--- config.mk ---
export PLATFORM = sky130hd
export DESIGN_NAME = epde_ctrl
export DESIGN_NICKNAME = d
export VERILOG_FILES = /design/src/rtl/epde_pkg.sv /design/src/rtl/epde_ctrl.sv
export SDC_FILE = /design/constraint.sdc
export NUM_CORES = 1
export LEC_CHECK = 0
export ABC_AREA = 1
export BUFFER_PORTS_ARGS = -buffer_cell sky130_fd_sc_hd__buf_4
export CAP_MARGIN = 20
export CORE_AREA = 3 3 40 42
export CTS_BUF_LIST = sky130_fd_sc_hd__clkbuf_8
export DETAILED_ROUTE_END_ITERATION = 10
export DIE_AREA = 0 0 43 45
export GPL_ROUTABILITY_DRIVEN = 1
export PLACE_DENSITY = 0.68
export SYNTH_ARGS = -nofsm -noshare
export SYNTH_HDL_FRONTEND = slang
export SYNTH_SLANG_ARGS = --single-unit
--- constraint.sdc ---
create_clock -name clk_i -period 1.4 [get_ports clk_i]
set_clock_uncertainty 0.2 [all_clocks]
set_input_delay 0.14 -clock clk_i [delete_from_list [all_inputs] [get_ports clk_i]]
set_output_delay 0.14 -clock clk_i [all_outputs]
set_load 0.02 [all_outputs]
--- src/rtl/epde_pkg.sv ---
// Shared types and constants for the embedding pair dot engine.
// Holds the request and result word layouts, request codes and the
// command/status structs between the controller and the datapath.
package epde_pkg;

  localparam int unsigned MAX_ROWS_DEF = 4096;
  localparam int unsigned MAX_DIM_DEF  = 64;
  localparam int unsigned KEY_W        = 64;
  localparam int unsigned APB_AW       = 4;

  typedef enum logic [2:0] {
    REQ_LOAD_IN     = 3'd0,
    REQ_LOAD_OUT    = 3'd1,
    REQ_DOT         = 3'd2,
    REQ_BACK        = 3'd3,
    REQ_RD_IN_GRAD  = 3'd4,
    REQ_RD_OUT_GRAD = 3'd5
  } req_e;

  typedef enum logic [1:0] {
    REG_IN_ROWS  = 2'd0,
    REG_OUT_ROWS = 2'd1,
    REG_VLEN     = 2'd2
  } reg_e;

  typedef struct packed {
    logic        [2:0]       req_type;
    logic        [KEY_W-1:0] input_key;
    logic        [KEY_W-1:0] output_key;
    logic        [11:0]      table_row;
    logic        [5:0]       element_index;
    logic signed [15:0]      element_value;
    logic signed [15:0]      upstream_grad;
  } req_t;

  typedef struct packed {
    logic signed [47:0] score;
    logic signed [23:0] grad_value;
    logic               status;
  } rsp_t;

  typedef struct packed {
    logic cap;
    logic mod_start;
    logic clr_step;
    logic run_step;
    logic single_go;
    logic res_load;
  } cmd_t;

  typedef struct packed {
    logic clr_last;
    logic kind_run;
    logic kind_single;
    logic mod_done;
    logic elem_last;
    logic pipe_busy;
  } sts_t;

endpackage

--- src/rtl/epde_ctrl.sv ---
// Controller for the embedding pair dot engine: sequences clearing, key
// reduction, element passes and result hand-off. Depends on epde_pkg.
module epde_ctrl (
  input  logic           clk_i,
  input  logic           rst_ni,
  input  logic           in_valid_i,
  output logic           in_stall_o,
  output logic           out_valid_o,
  input  logic           out_stall_i,
  output epde_pkg::cmd_t cmd_o,
  input  epde_pkg::sts_t sts_i
);
  import epde_pkg::*;

  typedef enum logic [6:0] {
    S_CLEAR  = 7'b0000001,
    S_IDLE   = 7'b0000010,
    S_DECODE = 7'b0000100,
    S_MOD    = 7'b0001000,
    S_RUN    = 7'b0010000,
    S_DRAIN  = 7'b0100000,
    S_DONE   = 7'b1000000
  } state_e;

  state_e state_q, state_d;
  logic   out_valid_q, out_valid_d;

  always_comb begin
    state_d     = state_q;
    cmd_o       = '0;
    out_valid_d = out_valid_q && out_stall_i;
    case (state_q)
      S_CLEAR: begin
        cmd_o.clr_step = 1'b1;
        if (sts_i.clr_last) state_d = S_IDLE;
      end
      S_IDLE: begin
        if (in_valid_i) begin
          cmd_o.cap = 1'b1;
          state_d   = S_DECODE;
        end
      end
      S_DECODE: begin
        if (sts_i.kind_run) begin
          cmd_o.mod_start = 1'b1;
          state_d         = S_MOD;
        end else begin
          // single-element access happens here; unused codes do nothing
          cmd_o.single_go = sts_i.kind_single;
          state_d         = S_DONE;
        end
      end
      S_MOD: begin
        if (sts_i.mod_done) state_d = S_RUN;
      end
      S_RUN: begin
        cmd_o.run_step = 1'b1;
        if (sts_i.elem_last) state_d = S_DRAIN;
      end
      S_DRAIN: begin
        if (!sts_i.pipe_busy) state_d = S_DONE;
      end
      S_DONE: begin
        if (!out_valid_q || !out_stall_i) begin
          cmd_o.res_load = 1'b1;
          out_valid_d    = 1'b1;
          state_d        = S_IDLE;
        end
      end
      default: state_d = S_IDLE;
    endcase
  end

  always_ff @(posedge clk_i or negedge rst_ni) begin
    if (!rst_ni) begin
      state_q     <= S_CLEAR;
      out_valid_q <= 1'b0;
    end else begin
      state_q     <= state_d;
      out_valid_q <= out_valid_d;
    end
  end

  assign in_stall_o  = (state_q != S_IDLE);
  assign out_valid_o = out_valid_q;

endmodule

==> out/metrics.cfg <==
[worst_setup_path]
crit_required_ns = 1.06
critical_path_class = flip-flop to output port
end_kind = output port
start_kind = flip-flop
cp.depth = 5
cp_data_arrival_time_ns = 1.35
critPathMostFrequentCell = buf_4
startpoint = state_q[4]
worst-r2r-setup-slack_ns = -0.18
reg2regPathDepth = 9
cp_cell_sequence = buf_4 > nor3_2 > nand2_1 > nor2_1 > buf_4
path_buf_inv = 2
endpoint = cmd_o[0]
cp_top_family = simple AND/OR/NAND/NOR gates
r2r-end = state_q[4]
path_max_fanout = 2
cp_slowest_stage_delay_ns = 0.39
reg2reg_from = state_q[0]
slowest_stage = dfrtp_1

[min_path]
hold_depth = 3
hold_path.class = primary input to flip-flop

[finish]
drive_above_1_share_pct = 68.6
final_util_pct = 79.6
layout.nets = 129
diodes = 0
syn_to_final_growth_pct = 92.7
layout_commonest_cell = buf_4
stdcell_area_um2 = 1020
layout_common_cells = buf_4, nand2_1, inv_2, buf_6

[sta]
max_freq_ghz = 0.593
relSlewSlack_pct = 85.0
setup_slack_ns = -0.286
hold_ws_ns = -0.0692
fin_crit_sh_pct = 120
worst_pin_slew_ns = 0.224
min_period_ns = 1.69
rsz0062_at_grt = true
setup_viol = 13
hold_violations = 1
maxSlewViolCount = 0

[synth]
yosysTopAreaCell = dfrtp_1
synth_cell_types = 14
synth_area_leaders = dfrtp_1, nand2_1, nand3_1, inv_1, nor2_1
yosysTopAreaCellShare_pct = 33.0
synth_area_um2 = 531
avgSynthCellArea_um2 = 6.80
synth-seq-cells = 8
syn_inst = 78
syn_nets = 88
yosys_warnings = 0
yosysSeqAreaShare_pct = 38.0

[floorplan]
die_y_um = 45
die-area_um2 = 1940
initial_core_util_pct = 41.3
fp-row-count = 13
dieWidth_um = 43
io_pins = 18
coreArea_um2 = 1280

[placement]
gp_congestion = 0.784
portBuffers = 17
place_ws_ns = -0.0993
hpwlAfterDp_um = 1030
dpl_cell_area_um2 = 714

[global_routing]
grt_pass1_wl_um = 2550
track_usage_pct = 18.0
grt_max_degree = 9
grt_pass1_vias = 614
grt_overflow_total = 0
antenna_found_initial = 0

[status]
failed_checks = hold timing, setup timing
status = finished with violations

[detailed_routing]
viasPerCell = 4.78
routed_wl_um = 1800
dr.pass1.iters = 4
wl_per_cell_um = 13.5
vias = 636
antenna_left = 0
drt_iter0_drc = 7
drcViolationCount = 0

[cts]
ctsLongestPathBuffers = 2
cts.hold.buffers_added = 2
htree_levels = 1
clock-sinks = 8
clk_pin_slew_worst_paths_ns = 0.05
clk_latency_ns = 0.23
cts_root_buf = clkbuf_8
cts_made_buffers = 3
cts_tree = done

[power]
power_uw = 1690
ir_worst_vdd_mv = 1.07
powerDensity_nw_per_um2 = 1650
p_leak_uw = 0.000568

[job]
drv_cap = 0

where the power goes:
part | internal [µW] | total (µW) | leakage, µW | switching, µW
sequential | 280 | 316 | 0.000104 | 36.1
combinational | 490 | 1080 | 0.000437 | 594
clock | 191 | 289 | 0.0000269 | 97.9
total | 960 | 1690 | 0.000568 | 728
layer usage:
layer	track usage, %	vias to the layer above	part of all wire (%)
met4	7.23	0	1.6
met2	32.3	19	55
met5	0	-	0
met1	20.7	299	39
li1	-	314	-
met3	3.98	4	4.6
flip-flops by register name (all words and copies together), names as in the netlist:
name	flops
out_valid_o	1
state_q	7
cell usage after synthesis:
| master | number |
|---|---|
| o21ai_1 | 1 |
| nand2_2 | 5 |
| inv_1 | 10 |
| nand3_1 | 9 |
| nand3b_1 | 2 |
| nand2_1 | 21 |
| nor3_1 | 1 |
| nor2_4 | 3 |
| inv_2 | 6 |
| dfrtp_1 | 7 |
| nor3b_1 | 1 |
| nand3_2 | 1 |
| dfstp_2 | 1 |
| nor2_1 | 10 |
through the flow:
step	cells	setup TNS [ns]
detailed placement	114	-0.346
global placement	114	-0.216
floorplan	78	-0.0275
finish	133	-2.48
global route	133	-3.30
CTS	129	-2.39
worst reg2reg max path, stage by stage, from the launching register on:
cell	delay (ns)
dfstp_2	0.53
inv_2	0.05
nand2_4	0.09
nor2_4	0.06
buf_6	0.12
nand3_2	0.07
nand2_2	0.07
nor2_4	0.17
nand3_1	0.10
nand2_1	0.07
cell families after synthesis:
family / share of synthesized area, %
AO/OA/AOI/OAI: 0.942
flip-flops: 38.0
buffers and inverters: 11.3
AND/OR/NAND/NOR: 49.8
worst min path at each step:
stage / from / end / slack, ns
6_report: out_stall_i / out_valid_o / -0.07
5_1_grt: out_stall_i / out_valid_o / -0.05
4_1_cts: sts_i[1] / state_q[4] / 0.006
3_5_place_dp: rst_ni / out_valid_o / -0.23
3_3_place_gp: rst_ni / state_q[4] / -0.24
2_1_floorplan: rst_ni / out_valid_o / -0.36
final cells by class:
type                    count  area, µm²
clock buffers               3       41.3
multi-input cells          54        387
well taps                  15       18.8
clock inverters             1       3.75
repair buffers             36        310
inverters                  16       60.1
flip-flops and latches      8        201
fillers                    85        263
repair_timing:
item	CTS	global route
pin swaps	7	8
resized for setup	16	27
endpoints found under the hold margin	9	1
setup buffers	9	5
setup endpoints to repair	11	15
(Power assumes the default switching activity.)
